`src/sv/split_scanner_led_effect_top_assert.svh`:
```
// ----------------------------------------------------------------------------
// Split scanner LED effect - assertion macros
// Property shorthands used by the top level to check the block's logic.
// All of them sample on aclk and are disabled while aresetn is low.
// ----------------------------------------------------------------------------
`ifndef SPLIT_SCANNER_LED_EFFECT_TOP_ASSERT_SVH
`define SPLIT_SCANNER_LED_EFFECT_TOP_ASSERT_SVH

// The condition holds at every clock edge outside reset.
`define SSLE_ASSERT_ALWAYS(label, cond, msg) \
    label: assert property (@(posedge aclk) disable iff (!aresetn) (cond)) \
        else $error(msg);

// The consequent holds in the same cycle as the antecedent.
`define SSLE_ASSERT_SAME(label, ante, cons, msg) \
    label: assert property (@(posedge aclk) disable iff (!aresetn) (ante) |-> (cons)) \
        else $error(msg);

// The consequent holds in the cycle after the antecedent.
`define SSLE_ASSERT_NEXT(label, ante, cons, msg) \
    label: assert property (@(posedge aclk) disable iff (!aresetn) (ante) |=> (cons)) \
        else $error(msg);

`endif

```
`src/sv/ssle_pkg.sv`:
```
// ----------------------------------------------------------------------------
// Split scanner LED effect - package
// Ring geometry, LED group sizes, constant divisors and shared types.
// ----------------------------------------------------------------------------
package ssle_pkg;

    localparam int LED_COUNT    = 12;
    localparam int DOT_COUNT    = 4;
    localparam int IDX_W        = 4;
    localparam int RING_SLOTS   = 16;
    localparam int SLOT_W       = 4;
    localparam int PHASE_W      = 13;
    localparam int STEP_MS      = 333;
    localparam int RING_MS      = 5328;
    localparam int HALF_RING_MS = 2664;
    localparam int REACH_MS     = 499;
    localparam int FALL_DEN     = 999;
    localparam int COLOR_W      = 8;
    localparam int WEIGHT_W     = 10;
    localparam int PROD_W       = COLOR_W + WEIGHT_W;

    // floor(x / 333) for x below 2^28 is (x * MOD_MUL) >> MOD_SHIFT.
    localparam int          DT_HI_W   = 28;
    localparam int          MOD_MUL_W = 29;
    localparam int          MOD_PROD_W = DT_HI_W + MOD_MUL_W;
    localparam int          MOD_SHIFT = 37;
    localparam int          QUOT_W    = MOD_PROD_W - MOD_SHIFT;
    localparam logic [28:0] MOD_MUL   = 29'd412729591;

    // floor(p / 999) for p below 2^18 is (p * DIV_MUL) >> DIV_SHIFT.
    localparam int          DIV_MUL_W = 19;
    localparam int          DIV_SHIFT = 28;
    localparam logic [18:0] DIV_MUL   = 19'd268705;

    // Configuration register indexes.
    localparam int         CFG_IDX_W = 2;
    localparam logic [1:0] CFG_RED   = 2'd0;
    localparam logic [1:0] CFG_GREEN = 2'd1;
    localparam logic [1:0] CFG_BLUE  = 2'd2;

    typedef struct packed {
        logic             dot;
        logic [IDX_W-1:0] hw;
    } ring_slot_t;

    // Ring position to LED: which group and which hardware index.
    localparam ring_slot_t RING_MAP [RING_SLOTS] = '{
        '{1'b0, 4'd0},  '{1'b0, 4'd2},  '{1'b1, 4'd0}, '{1'b0, 4'd4},
        '{1'b0, 4'd6},  '{1'b1, 4'd2},  '{1'b0, 4'd8}, '{1'b0, 4'd10},
        '{1'b0, 4'd11}, '{1'b0, 4'd9},  '{1'b1, 4'd3}, '{1'b0, 4'd7},
        '{1'b0, 4'd5},  '{1'b1, 4'd1},  '{1'b0, 4'd3}, '{1'b0, 4'd1}
    };

    // Frame handed from the phase unit to the pixel unit.
    typedef struct packed {
        logic               func;
        logic [PHASE_W-1:0] phase;
    } frame_t;

    typedef struct packed {
        logic              found;
        logic [SLOT_W-1:0] pos;
    } slot_hit_t;

    // Ring position of an LED, looked up against the ring table.
    function automatic slot_hit_t find_slot(input logic dot, input logic [IDX_W-1:0] hw);
        slot_hit_t res;
        res = '0;
        for (int i = 0; i < RING_SLOTS; i++) begin
            if (RING_MAP[i].dot == dot && RING_MAP[i].hw == hw) begin
                res.found = 1'b1;
                res.pos   = SLOT_W'(i);
            end
        end
        return res;
    endfunction

    // Truncating division of a colour-weight product by the falloff denominator.
    function automatic logic [COLOR_W-1:0] div_fall(input logic [PROD_W-1:0] p);
        logic [PROD_W+DIV_MUL_W-1:0] t;
        t = (PROD_W+DIV_MUL_W)'(p) * (PROD_W+DIV_MUL_W)'(DIV_MUL);
        return t[DIV_SHIFT +: COLOR_W];
    endfunction

endpackage

```
`src/sv/split_scanner_led_effect_top.sv`:
```
// ----------------------------------------------------------------------------
// Split scanner LED effect - top level
// A bright spot runs round a 16-position ring; each timestamped frame
// request yields one scaled colour per LED of the backlight or dot group.
// ----------------------------------------------------------------------------
// Usage:
//   s_ channel: one transfer per frame request, s_tdata = now_ms and
//   s_tuser = frame kind (0 backlight, 1 dots).
//   m_ channel: one transfer per LED in hardware order, 12 for a backlight
//   frame and 4 for a dot frame, with m_tlast on the final LED.
//   cfg channel: writes the target colour (index 0 red, 1 green, 2 blue);
//   cfg_ready is always high, and writes belong between frames.
//   Path: the first LED of a frame reaches m_tdata through three phase
//   stages, a frame slot, the colour product stage and the division
//   stage. The pixel unit emits one LED per cycle while m_tready is high;
//   requests queue in the phase stages while it works through a frame,
//   and s_tready stays high while any of them is free.
//   Reset clears the stored time and the phase (the next request starts
//   the clock), sets the colour to white and empties every stage.
//   When m_tready is low the output holds and the pipeline stops behind it.
// ----------------------------------------------------------------------------
`include "split_scanner_led_effect_top_assert.svh"

module split_scanner_led_effect_top import ssle_pkg::*; (
    input  logic                 aclk,
    input  logic                 aresetn,
    input  logic                 s_tvalid,
    output logic                 s_tready,
    input  logic [31:0]          s_tdata,   // [31:0] now_ms
    input  logic                 s_tuser,   // [0] func
    output logic                 m_tvalid,
    input  logic                 m_tready,
    output logic [31:0]          m_tdata,   // [3:0] led_index, [11:4] red,
                                            // [19:12] green, [27:20] blue, [31:28] zero
    output logic                 m_tlast,
    input  logic                 cfg_valid,
    output logic                 cfg_ready,
    input  logic [CFG_IDX_W-1:0] cfg_index,
    input  logic [COLOR_W-1:0]   cfg_data
);

    logic [COLOR_W-1:0] color_red_reg, color_green_reg, color_blue_reg;
    logic               frame_valid;
    logic               frame_ready;
    frame_t             frame;

    assign cfg_ready = 1'b1;

    always_ff @(posedge aclk) begin
        if (!aresetn) begin
            color_red_reg   <= '1;
            color_green_reg <= '1;
            color_blue_reg  <= '1;
        end else if (cfg_valid && cfg_ready) begin
            unique case (cfg_index)
                CFG_RED:   color_red_reg   <= cfg_data;
                CFG_GREEN: color_green_reg <= cfg_data;
                CFG_BLUE:  color_blue_reg  <= cfg_data;
                default: begin
                end
            endcase
        end
    end

    ssle_phase u_phase (
        .aclk        (aclk),
        .aresetn     (aresetn),
        .in_valid    (s_tvalid),
        .in_ready    (s_tready),
        .in_func     (s_tuser),
        .in_now      (s_tdata),
        .frame_valid (frame_valid),
        .frame_ready (frame_ready),
        .frame       (frame)
    );

    ssle_pixel u_pixel (
        .aclk        (aclk),
        .aresetn     (aresetn),
        .frame_valid (frame_valid),
        .frame_ready (frame_ready),
        .frame       (frame),
        .color_red   (color_red_reg),
        .color_green (color_green_reg),
        .color_blue  (color_blue_reg),
        .m_tvalid    (m_tvalid),
        .m_tready    (m_tready),
        .m_tdata     (m_tdata),
        .m_tlast     (m_tlast)
    );

    // The phase handed on with a frame always lies within one lap.
    `SSLE_ASSERT_SAME(a_phase_in_lap, frame_valid, frame.phase < PHASE_W'(RING_MS), "phase out of lap")

    // The final LED of a frame is the top index of one of the two groups.
    `SSLE_ASSERT_SAME(a_last_index, m_tvalid && m_tlast, (m_tdata[3:0] == IDX_W'(LED_COUNT - 1)) || (m_tdata[3:0] == IDX_W'(DOT_COUNT - 1)), "tlast on wrong LED")

    // Within a frame the next LED follows at once with the next index.
    `SSLE_ASSERT_NEXT(a_led_sequence, m_tvalid && m_tready && !m_tlast, m_tvalid && (m_tdata[3:0] == $past(m_tdata[3:0]) + 4'd1), "LED sequence broken")

endmodule

```
`src/sv/ssle_phase.sv`:
```
// ----------------------------------------------------------------------------
// Split scanner LED effect - phase unit
// Takes timestamps, reduces the elapsed time modulo one ring lap and
// accumulates the scan phase, one frame per transfer.
// ----------------------------------------------------------------------------
module ssle_phase import ssle_pkg::*; (
    input  logic       aclk,
    input  logic       aresetn,
    input  logic       in_valid,
    output logic       in_ready,
    input  logic       in_func,
    input  logic [31:0] in_now,
    output logic       frame_valid,
    input  logic       frame_ready,
    output frame_t     frame
);

    logic [31:0]            last_time_reg;
    logic [PHASE_W-1:0]     phase_reg;

    logic                   v0_reg, v1_reg, v2_reg;
    logic                   func0_reg, func1_reg, func2_reg;
    logic [31:0]            dt_reg;
    logic [MOD_PROD_W-1:0]  prod_reg;
    logic [DT_HI_W-1:0]     hi1_reg;
    logic [3:0]             lo1_reg;
    logic [PHASE_W-1:0]     r_reg;

    logic                   adv0, adv1, adv2;
    logic                   free1, free2;
    logic [31:0]            dt_next;
    logic [MOD_PROD_W-1:0]  prod_next;
    logic [QUOT_W-1:0]      quot;
    logic [DT_HI_W-1:0]     rem_raw;
    logic [DT_HI_W-1:0]     rem_fix;
    logic [PHASE_W-1:0]     r_next;
    logic [PHASE_W:0]       phase_sum;
    logic [PHASE_W-1:0]     phase_next;

    assign adv2     = v2_reg && frame_ready;
    assign free2    = !v2_reg || adv2;
    assign adv1     = v1_reg && free2;
    assign free1    = !v1_reg || adv1;
    assign adv0     = v0_reg && free1;
    assign in_ready = !v0_reg || adv0;

    // A zero stored time means no earlier item, so the phase stays put.
    assign dt_next   = (last_time_reg == 32'd0) ? 32'd0 : (in_now - last_time_reg);

    // The lap is 16 * 333 ms: the low four bits pass through and the rest
    // is reduced modulo 333.
    assign prod_next = MOD_PROD_W'(dt_reg[31:4]) * MOD_PROD_W'(MOD_MUL);

    always_comb begin
        quot    = prod_reg[MOD_SHIFT +: QUOT_W];
        rem_raw = hi1_reg - DT_HI_W'(DT_HI_W'(quot) * DT_HI_W'(STEP_MS));
        rem_fix = (rem_raw >= DT_HI_W'(STEP_MS)) ? rem_raw - DT_HI_W'(STEP_MS) : rem_raw;
        r_next  = {rem_fix[8:0], lo1_reg};
    end

    always_comb begin
        phase_sum  = {1'b0, phase_reg} + {1'b0, r_reg};
        phase_next = (phase_sum >= (PHASE_W+1)'(RING_MS))
                   ? PHASE_W'(phase_sum - (PHASE_W+1)'(RING_MS))
                   : PHASE_W'(phase_sum);
    end

    assign frame_valid = v2_reg;
    assign frame.func  = func2_reg;
    assign frame.phase = phase_next;

    always_ff @(posedge aclk) begin
        if (!aresetn) begin
            last_time_reg <= '0;
            phase_reg     <= '0;
            v0_reg        <= 1'b0;
            v1_reg        <= 1'b0;
            v2_reg        <= 1'b0;
        end else begin
            if (in_valid && in_ready) begin
                last_time_reg <= in_now;
            end
            if (adv2) begin
                phase_reg <= phase_next;
            end
            if (in_ready) begin
                v0_reg <= in_valid;
            end
            if (free1) begin
                v1_reg <= adv0;
            end
            if (free2) begin
                v2_reg <= adv1;
            end
        end
    end

    always_ff @(posedge aclk) begin
        if (in_valid && in_ready) begin
            func0_reg <= in_func;
            dt_reg    <= dt_next;
        end
        if (adv0) begin
            func1_reg <= func0_reg;
            prod_reg  <= prod_next;
            hi1_reg   <= dt_reg[31:4];
            lo1_reg   <= dt_reg[3:0];
        end
        if (adv1) begin
            func2_reg <= func1_reg;
            r_reg     <= r_next;
        end
    end

endmodule

```
`src/sv/ssle_pixel.sv`:
```
// ----------------------------------------------------------------------------
// Split scanner LED effect - pixel unit
// Walks a frame's LEDs in hardware order, one per cycle unless the output
// stalls, scaling the colour by the triangular falloff round the scan phase.
// ----------------------------------------------------------------------------
module ssle_pixel import ssle_pkg::*; (
    input  logic               aclk,
    input  logic               aresetn,
    input  logic               frame_valid,
    output logic               frame_ready,
    input  frame_t             frame,
    input  logic [COLOR_W-1:0] color_red,
    input  logic [COLOR_W-1:0] color_green,
    input  logic [COLOR_W-1:0] color_blue,
    output logic               m_tvalid,
    input  logic               m_tready,
    output logic [31:0]        m_tdata,
    output logic               m_tlast
);

    logic                fr_valid_reg;
    logic                fr_func_reg;
    logic [PHASE_W-1:0]  fr_phase_reg;
    logic [IDX_W-1:0]    idx_reg;

    logic                e1_valid_reg;
    logic [IDX_W-1:0]    e1_idx_reg;
    logic                e1_last_reg;
    logic [PROD_W-1:0]   e1_r_reg, e1_g_reg, e1_b_reg;

    logic                out_valid_reg;
    logic [IDX_W-1:0]    out_idx_reg;
    logic                out_last_reg;
    logic [COLOR_W-1:0]  out_r_reg, out_g_reg, out_b_reg;

    logic                en;
    logic                issue;
    logic                last_led;
    logic                fr_done;
    logic [IDX_W-1:0]    count;
    slot_hit_t           hit;
    logic [PHASE_W-1:0]  pos_ms;
    logic [PHASE_W-1:0]  diff;
    logic [PHASE_W-1:0]  ring_dist;
    logic                lit;
    logic [WEIGHT_W-1:0] weight;

    assign en          = !out_valid_reg || m_tready;
    assign issue       = en && fr_valid_reg;
    assign count       = fr_func_reg ? IDX_W'(DOT_COUNT) : IDX_W'(LED_COUNT);
    assign last_led    = (idx_reg == count - IDX_W'(1));
    assign fr_done     = issue && last_led;
    assign frame_ready = !fr_valid_reg || fr_done;

    // Distance from the LED's ring position to the phase, the short way round.
    always_comb begin
        hit       = find_slot(fr_func_reg, idx_reg);
        pos_ms    = PHASE_W'(hit.pos) * PHASE_W'(STEP_MS);
        diff      = (fr_phase_reg >= pos_ms) ? fr_phase_reg - pos_ms : pos_ms - fr_phase_reg;
        ring_dist = (diff > PHASE_W'(HALF_RING_MS)) ? PHASE_W'(RING_MS) - diff : diff;
        lit       = hit.found && (ring_dist <= PHASE_W'(REACH_MS));
        weight    = lit ? WEIGHT_W'(FALL_DEN) - {ring_dist[8:0], 1'b0} : '0;
    end

    always_ff @(posedge aclk) begin
        if (!aresetn) begin
            fr_valid_reg  <= 1'b0;
            idx_reg       <= '0;
            e1_valid_reg  <= 1'b0;
            out_valid_reg <= 1'b0;
        end else begin
            if (frame_valid && frame_ready) begin
                fr_valid_reg <= 1'b1;
                idx_reg      <= '0;
            end else if (fr_done) begin
                fr_valid_reg <= 1'b0;
                idx_reg      <= '0;
            end else if (issue) begin
                idx_reg <= idx_reg + IDX_W'(1);
            end
            if (en) begin
                e1_valid_reg  <= issue;
                out_valid_reg <= e1_valid_reg;
            end
        end
    end

    always_ff @(posedge aclk) begin
        if (frame_valid && frame_ready) begin
            fr_func_reg  <= frame.func;
            fr_phase_reg <= frame.phase;
        end
        if (issue) begin
            e1_idx_reg  <= idx_reg;
            e1_last_reg <= last_led;
            e1_r_reg    <= PROD_W'(color_red) * PROD_W'(weight);
            e1_g_reg    <= PROD_W'(color_green) * PROD_W'(weight);
            e1_b_reg    <= PROD_W'(color_blue) * PROD_W'(weight);
        end
        if (en && e1_valid_reg) begin
            out_idx_reg  <= e1_idx_reg;
            out_last_reg <= e1_last_reg;
            out_r_reg    <= div_fall(e1_r_reg);
            out_g_reg    <= div_fall(e1_g_reg);
            out_b_reg    <= div_fall(e1_b_reg);
        end
    end

    assign m_tvalid = out_valid_reg;
    assign m_tlast  = out_last_reg;
    assign m_tdata  = {4'b0000, out_b_reg, out_g_reg, out_r_reg, out_idx_reg};

endmodule
```
`config.mk`:
```
export PLATFORM = sky130hd
export DESIGN_NAME = split_scanner_led_effect_top
export DESIGN_NICKNAME = d
export VERILOG_FILES = /design/src/sv/ssle_pkg.sv /design/src/sv/split_scanner_led_effect_top.sv /design/src/sv/ssle_phase.sv /design/src/sv/ssle_pixel.sv
export VERILOG_INCLUDE_DIRS = /design/src /design/src/sv
export SDC_FILE = /design/constraint.sdc
export NUM_CORES = 2
export LEC_CHECK = 0
export BUFFER_PORTS_ARGS = -buffer_cell sky130_fd_sc_hd__buf_2
export CELL_PAD_IN_SITES_DETAIL_PLACEMENT = 0
export CELL_PAD_IN_SITES_GLOBAL_PLACEMENT = 1
export CORE_MARGIN = 2
export CORE_UTILIZATION = 53
export CTS_CLUSTER_SIZE = 14
export DETAILED_ROUTE_END_ITERATION = 8
export PLACE_DENSITY_LB_ADDON = 0.1
export RECOVER_POWER = 100
export SYNTH_ARGS = -nofsm -noshare
export SYNTH_HDL_FRONTEND = slang
export SYNTH_SLANG_ARGS = --single-unit
export TNS_END_PERCENT = 20
```
`constraint.sdc`:
```
create_clock -name aclk -period 14.3 [get_ports aclk]
set_clock_uncertainty 0.15 [all_clocks]
set_input_delay 2.86 -clock aclk [delete_from_list [all_inputs] [get_ports aclk]]
set_output_delay 2.86 -clock aclk [all_outputs]
set_load 0.01 [all_outputs]
```
After elaboration in Yosys (flattened, before gate mapping)
Index checks and enable logic that the tools add are counted.
- input port bits: 48
- flip-flop bits (word level): 318
- output and inout port bits: 36
- magnitude comparators: 5
- equal/unequal tests: 14
- bitwise gates (word level): 2
- add/sub/neg operators: 11
- reductions and logical operators: 42
- muxes and demuxes: 24
- multiply operators: 9
- operators with widths (operator ; number):
    $mul 18x19->36 const B ; 3
    $mux 5 ; 16
    $mul 28x29->57 const B ; 1
    $mul 8x10->18 ; 3
    $mux 13 ; 3
    $logic_not 32->1 ; 1
    $sub 32x32->32 ; 1
    $ge 28x9->1 const B ; 1
    $mul 20x9->28 const B ; 1
    $sub 28x28->28 ; 1
    $sub 13x13->13 ; 2
    $logic_and 1x1->1 ; 24
    $eq 3x4->1 const A ; 4
    $eq 4x4->1 const A ; 4
    $add 13x13->14 ; 1
    $ge 14x13->1 const B ; 1
    $ge 13x13->1 ; 1
    $gt 13x12->1 const B ; 1
    $le 13x9->1 const B ; 1
    $mul 4x9->13 const B ; 1
    $sub 13x13->13 const A ; 1
    $sub 13x13->13 const B ; 1
    $mux 10 ; 1
    $sub 10x10->10 const A ; 1
    other kinds (19) ; 32

Logic depth before layout (Yosys ltp)
- word-level depth: 27
- mapped depth: 65
- mapped depth without buffers: 61

By module
From an unflattened synthesis, not the netlist that was laid out.
- cells, all modules: 5265
- area total of the unflattened synthesis: 51261.7 µm²
- modules (own cells, without submodules) (module ; area each (µm²) ; cells an instance ; instances ; sequential area each (µm²)):
    ssle_pixel ; 25707.2 ; 2649 ; 1 ; 3203.1
    ssle_phase ; 24543.5 ; 2523 ; 1 ; 3963.8
    split_scanner_led_effect_top ; 1011.0 ; 93 ; 1 ; 480.5

Least setup slack after synthesis
No wires, ideal clock.
- kind: flip-flop to flip-flop
- start: register u_pixel.idx_reg[1]
- end: register u_pixel.e1_g_reg[17], data pin
- arrival time: 12.101 ns
- library setup time: 0.260 ns
- period minus slack after synthesis: 12.511 ns
- setup slack: 1.789 ns
- path buffers: 4
- data required time: 13.890 ns
- cell stages (with the launch flop): 61
- cells stage by stage: dfxtp_1 -> inv_1 -> ha_1 -> nor2_1 -> a21boi_0 -> o22ai_1 -> and4_1 -> ha_1 -> ha_1 -> ha_1 -> fa_1 -> a21oi_1 -> nor2_1 -> nor2_1 -> nor2b_1 -> o21ai_0 -> nor2_1 -> o21a_1 -> [... 25 more ...] -> fa_1 -> inv_1 -> fa_1 -> inv_1 -> fa_1 -> inv_1 -> ha_1 -> a21boi_0 -> o21ai_0 -> a21boi_0 -> o21ai_0 -> nand2_1 -> a21o_1 -> a21o_1 -> a31o_2 -> a21o_1 -> a21o_1 -> xnor2_1
- longest elaborated chain between the ends: 26
- elaborated cells between the ends (all ways): 57
- classes of those cells: add/sub (4); mul (2); order compare (3); eq/ne (11); mux (19); reduce/logical (18)
- RTL lines (what ; RTL line ; text):
    start, declared ; ssle_pixel.sv:24 ; logic [IDX_W-1:0] idx_reg;
    start signal, assigned ; ssle_pixel.sv:79 ; idx_reg <= idx_reg + IDX_W'(1);
    $eq 2x4->1 ; ssle_pkg.sv:70 ; if (RING_MAP[i].dot == dot && RING_MAP[i].hw == hw) begin
    $logic_and 1x1->1 ; ssle_pkg.sv:70 ;
    $mux 5 (14 in series) ; ssle_pkg.sv:70 ;
    $mux 5 * ; ssle_pkg.sv:70 ;
    $mul 4x9->13 ; ssle_pixel.sv:58 ; pos_ms = PHASE_W'(hit.pos) * PHASE_W'(STEP_MS);
    $sub 13x13->13 or $ge 13x13->1 (tied branches) ; ssle_pixel.sv:59 ; diff = (fr_phase_reg >= pos_ms) ? fr_phase_reg - pos_ms : pos_ms - fr_phase_reg;
    $mux 13 ; ssle_pixel.sv:59 ;
    $sub 13x13->13 or $gt 13x12->1 (tied branches) ; ssle_pixel.sv:60 ; ring_dist = (diff > PHASE_W'(HALF_RING_MS)) ? PHASE_W'(RING_MS) - diff : diff;
    $mux 13 ; ssle_pixel.sv:60 ;
    $le 13x9->1 ; ssle_pixel.sv:61 ; lit = hit.found && (ring_dist <= PHASE_W'(REACH_MS));
    $logic_and 1x1->1 ; ssle_pixel.sv:61 ;
    $mux 10 * ; ssle_pixel.sv:62 ; weight = lit ? WEIGHT_W'(FALL_DEN) - {ring_dist[8:0], 1'b0} : '0;
    $mul 8x10->18 * ; ssle_pixel.sv:97 ; e1_g_reg <= PROD_W'(color_green) * PROD_W'(weight);
    end signal, assigned ; ssle_pixel.sv:97 ;
    end, declared ; ssle_pixel.sv:29 ; logic [PROD_W-1:0] e1_r_reg, e1_g_reg, e1_b_reg;
Every way passes the cells marked *; elsewhere a longest branch is shown, timed or not.
A chain may end at the register's enable or synchronous reset.

Worst setup path after layout
- start: register u_pixel.idx_reg[1]
- end: register u_pixel.e1_b_reg[17], data pin
- longest elaborated chain between the ends: 26
- elaborated cells between the ends (all ways): 57
- classes of those cells: add/sub (4); mul (2); order compare (3); eq/ne (11); mux (19); reduce/logical (18)
- RTL lines (what ; RTL line ; text):
    $eq 2x4->1 ; ssle_pkg.sv:70 ;
    $logic_and 1x1->1 ; ssle_pkg.sv:70 ;
    $mux 5 (14 in series) ; ssle_pkg.sv:70 ;
    $mux 5 * ; ssle_pkg.sv:70 ;
    $mul 4x9->13 ; ssle_pixel.sv:58 ;
    $sub 13x13->13 or $ge 13x13->1 (tied branches) ; ssle_pixel.sv:59 ;
    $mux 13 ; ssle_pixel.sv:59 ;
    $sub 13x13->13 or $gt 13x12->1 (tied branches) ; ssle_pixel.sv:60 ;
    $mux 13 ; ssle_pixel.sv:60 ;
    $le 13x9->1 ; ssle_pixel.sv:61 ;
    $logic_and 1x1->1 ; ssle_pixel.sv:61 ;
    $mux 10 * ; ssle_pixel.sv:62 ;
    $mul 8x10->18 * ; ssle_pixel.sv:98 ; e1_b_reg <= PROD_W'(color_blue) * PROD_W'(weight);
    end signal, assigned ; ssle_pixel.sv:98 ;
    end, declared ; ssle_pixel.sv:29 ;
Marked as above.

==> qor.yml <==
worst_setup_path:
  rr_startpoint: "u_pixel.idx_reg[1]$_SDFFE_PP0P_"
  critical_path.max_stage_delay_ns: 0.54
  cp_common_cell: "ha_1"
  cp_max_fo: 30
  critPathKind: "reg -> reg"
  crit_family: "adder cells"
  worstSetupStartpoint: "u_pixel.idx_reg[1]$_SDFFE_PP0P_"
  cp.buffers_inverters: 5
  crit_arrival_ns: 13.58
  end_kind: "flop"
  worstPathRequired_ns: 14.48
  crit_path_start_kind: "flop"
  crit_slowest_cell: "fa_1"
run:
  maxCapViolCount: 7
clocking:
  postCtsHoldBufs: 0
  clk_latency_ns: 0.60
  cts_buffer_depth: 3
  cts-root-buf: "clkbuf_16"
  numCtsBuffers: 38
  cts.sinks: 281
  h-tree-depth: 2
  cts_tree: "built"
  clkTransAtPathRegs_ns: 0.06
timing:
  hold_slack_ns: 0.268
  relSlewSlack: -1.18
  setup_viol: 0
  finalCritPeriodShare: 0.937
  setup_slack_ns: 0.896
  layout_min_cycle_time_ns: 13.40
  drv_slew: 317
  hold_viol: 0
  worstMarginPinSlew_ns: 3.27
  clock.fmax_ghz: 0.0746
die:
  start_util: 0.535
  dieWidth_um: 311
  rows: 112
  design.die.area_mm2: 0.0967
  core_mm2: 0.0933
  io_pins: 84
  die_height_um: 311
cells_and_area:
  fillers: 8536
  final_cells: 6421
  syn2layout_area_growth_pct: 5.92
  multi_input_area_mm2: 0.0372
  n_antenna_cell: 0
  seqCellArea_mm2: 0.00765
  final_util: 0.567
  nets: 6901
  drive_above_1_share: 0.0387
global_routing:
  use_met1: 0.330
  antenna_found_initial: 4
  grt_remaining_overflow: 0
  use_met2: 0.406
  grt_pass1_wl_um: 187000
  grt_usage: 0.242
  grt_max_degree: 66
  grt_pass1_vias: 35400
  grt_util_met3: 0.0388
  busiest_layer: "met2"
synthesis:
  syn_area_mm2: 0.0499
  synth_edf_count: 202
  synthArstFlopShare: 0
  synth_seq_cells: 281
  yosysSeqAreaShare: 0.153
  syn_inst: 5089
  ys_warn_count: 0
  syn_avg_cell_area_um2: 9.81
  synth_flop_cell: "edfxtp_1"
  ys_types: 91
min_path:
  hp-start: "u_phase.dt_reg[3]$_SDFFCE_PN0P_"
  hold_class: "reg -> reg"
outcome:
  violations: "capacitance limit, slew limit"
  status: "finished with violations"
drt:
  wl_per_cell_um: 17.5
  routed_wl_um: 112000
  vias: 33700
  dr.pass1.iters: 5
  drtIter0Drc: 1748
  ant_nets: 0
  drc: 0
  viasPerCell: 5.24
placed_design:
  dp_cells: 6343
  dpl_worst_slack_ns: 0.428
  hpwl_um: 93600
  port_buffers: 78
  gp_congestion: 0.908
kinds of logic (layout without fill, tap and decap cells):
group           Yosys count  count (layout)  synth area share
xor+xnor                170             170            0.0301
flops                   281             281             0.153
other cells               2               5          0.000150
compound gates          598             599            0.0783
buf+inv                1334            1408             0.103
mux                      19              19           0.00391
fa+ha+maj              1718            1718             0.533
simple gates            967             967            0.0984
layer usage:
metal  vias to the layer above  wire (um)
met5                         -         20
met4                         4       2420
met3                       120       5150
met2                       574      53600
met1                     16300      51100
li1                      16600          -
area by class of cell:
type | instances | area share
timing repair buffer | 122 | 0.0122
tap | 1254 | 0.0297
multi-input combinational | 3478 | 0.704
clock buffer | 49 | 0.0195
sequential | 281 | 0.145
inverter | 1216 | 0.0863
clock inverter | 21 | 0.00393
cell usage in the layout (no fill, tap or decap), types with 14 or more instances in the layout:
| master | Yosys | routed |
|---|---|---|
| nor4_1 | 14 | 14 |
| nor3_1 | 41 | 42 |
| and3_1 | 155 | 155 |
| or2_2 | 21 | 21 |
| inv_1 | 1214 | 1214 |
| nand3_1 | 130 | 130 |
| nand4_1 | 28 | 28 |
| buf_2 | 24 | 44 |
| and2_1 | 47 | 43 |
| fa_1 | 680 | 680 |
| nor2_1 | 169 | 167 |
| nor2b_1 | 43 | 42 |
| dfxtp_1 | 79 | 79 |
| clkbuf_1 | 71 | 55 |
| a21oi_1 | 186 | 186 |
| a211oi_1 | 25 | 25 |
| xor2_1 | 61 | 60 |
| xnor2_1 | 107 | 102 |
| o21a_1 | 27 | 27 |
| edfxtp_1 | 202 | 202 |
| o21bai_1 | 17 | 17 |
| buf_4 | 6 | 29 |
| ha_1 | 1036 | 1036 |
| o21ai_0 | 113 | 112 |
| nand2_1 | 230 | 230 |
| a21o_1 | 79 | 79 |
| nand2b_1 | 44 | 44 |
| a21boi_0 | 20 | 20 |
| clkbuf_16 | 0 | 39 |
stage by stage:
step / area (um^2) / TNS [ns]
floorplan: 49900 / 0
global placement: 51600 / 0
detailed placement: 51600 / 0
CTS: 52900 / 0
global route: 52900 / -0.0251
finish: 52900 / 0
timing repair:
item,4_1_cts,5_1_grt
buffers inserted,0,7
gates resized for setup,0,7
endpoints found under the setup margin,0,15
synthesized netlist by cell type, types with 43 or more instances:
cell / number / share of area
inv_1: 1214 / 0.091
nor2_1: 169 / 0.013
and2_1: 47 / 0.0059
dfxtp_1: 79 / 0.032
and3_1: 155 / 0.019
nand2_1: 230 / 0.017
a21o_1: 79 / 0.012
xnor2_1: 107 / 0.019
fa_1: 680 / 0.27
nor2b_1: 43 / 0.0054
o21ai_0: 113 / 0.011
a21oi_1: 186 / 0.019
nand3_1: 130 / 0.013
ha_1: 1036 / 0.26
edfxtp_1: 202 / 0.12
clkbuf_1: 71 / 0.0053
xor2_1: 61 / 0.011
nand2b_1: 44 / 0.0055
worst reg2reg max path: cells and delay by family (launching register included):
family | cells | cell delay [ns]
and+or+nand+nor | 16 | 2.84
buffers and inverters | 5 | 0.59
AOI/OAI and AO/OA | 20 | 3.63
adders and majority gates | 12 | 4.65
xor gates and xnor gates | 4 | 0.59
muxes | 1 | 0.31
DFF | 1 | 0.39
final timing paths:
path	to	slack [ns]	depth (start not counted)
max	u_pixel.e1_b_reg[17]$_DFFE_PP_	0.90	58
min	u_phase.lo1_reg[3]$_DFFE_PP_	0.27	0
max reg2reg	u_pixel.e1_b_reg[17]$_DFFE_PP_	0.90	58
min reg2reg	u_phase.lo1_reg[3]$_DFFE_PP_	0.27	0
Power is left out: the tool's default activity adds up to more than one toggle a clock period on the data nets, which glitch-free logic cannot reach.
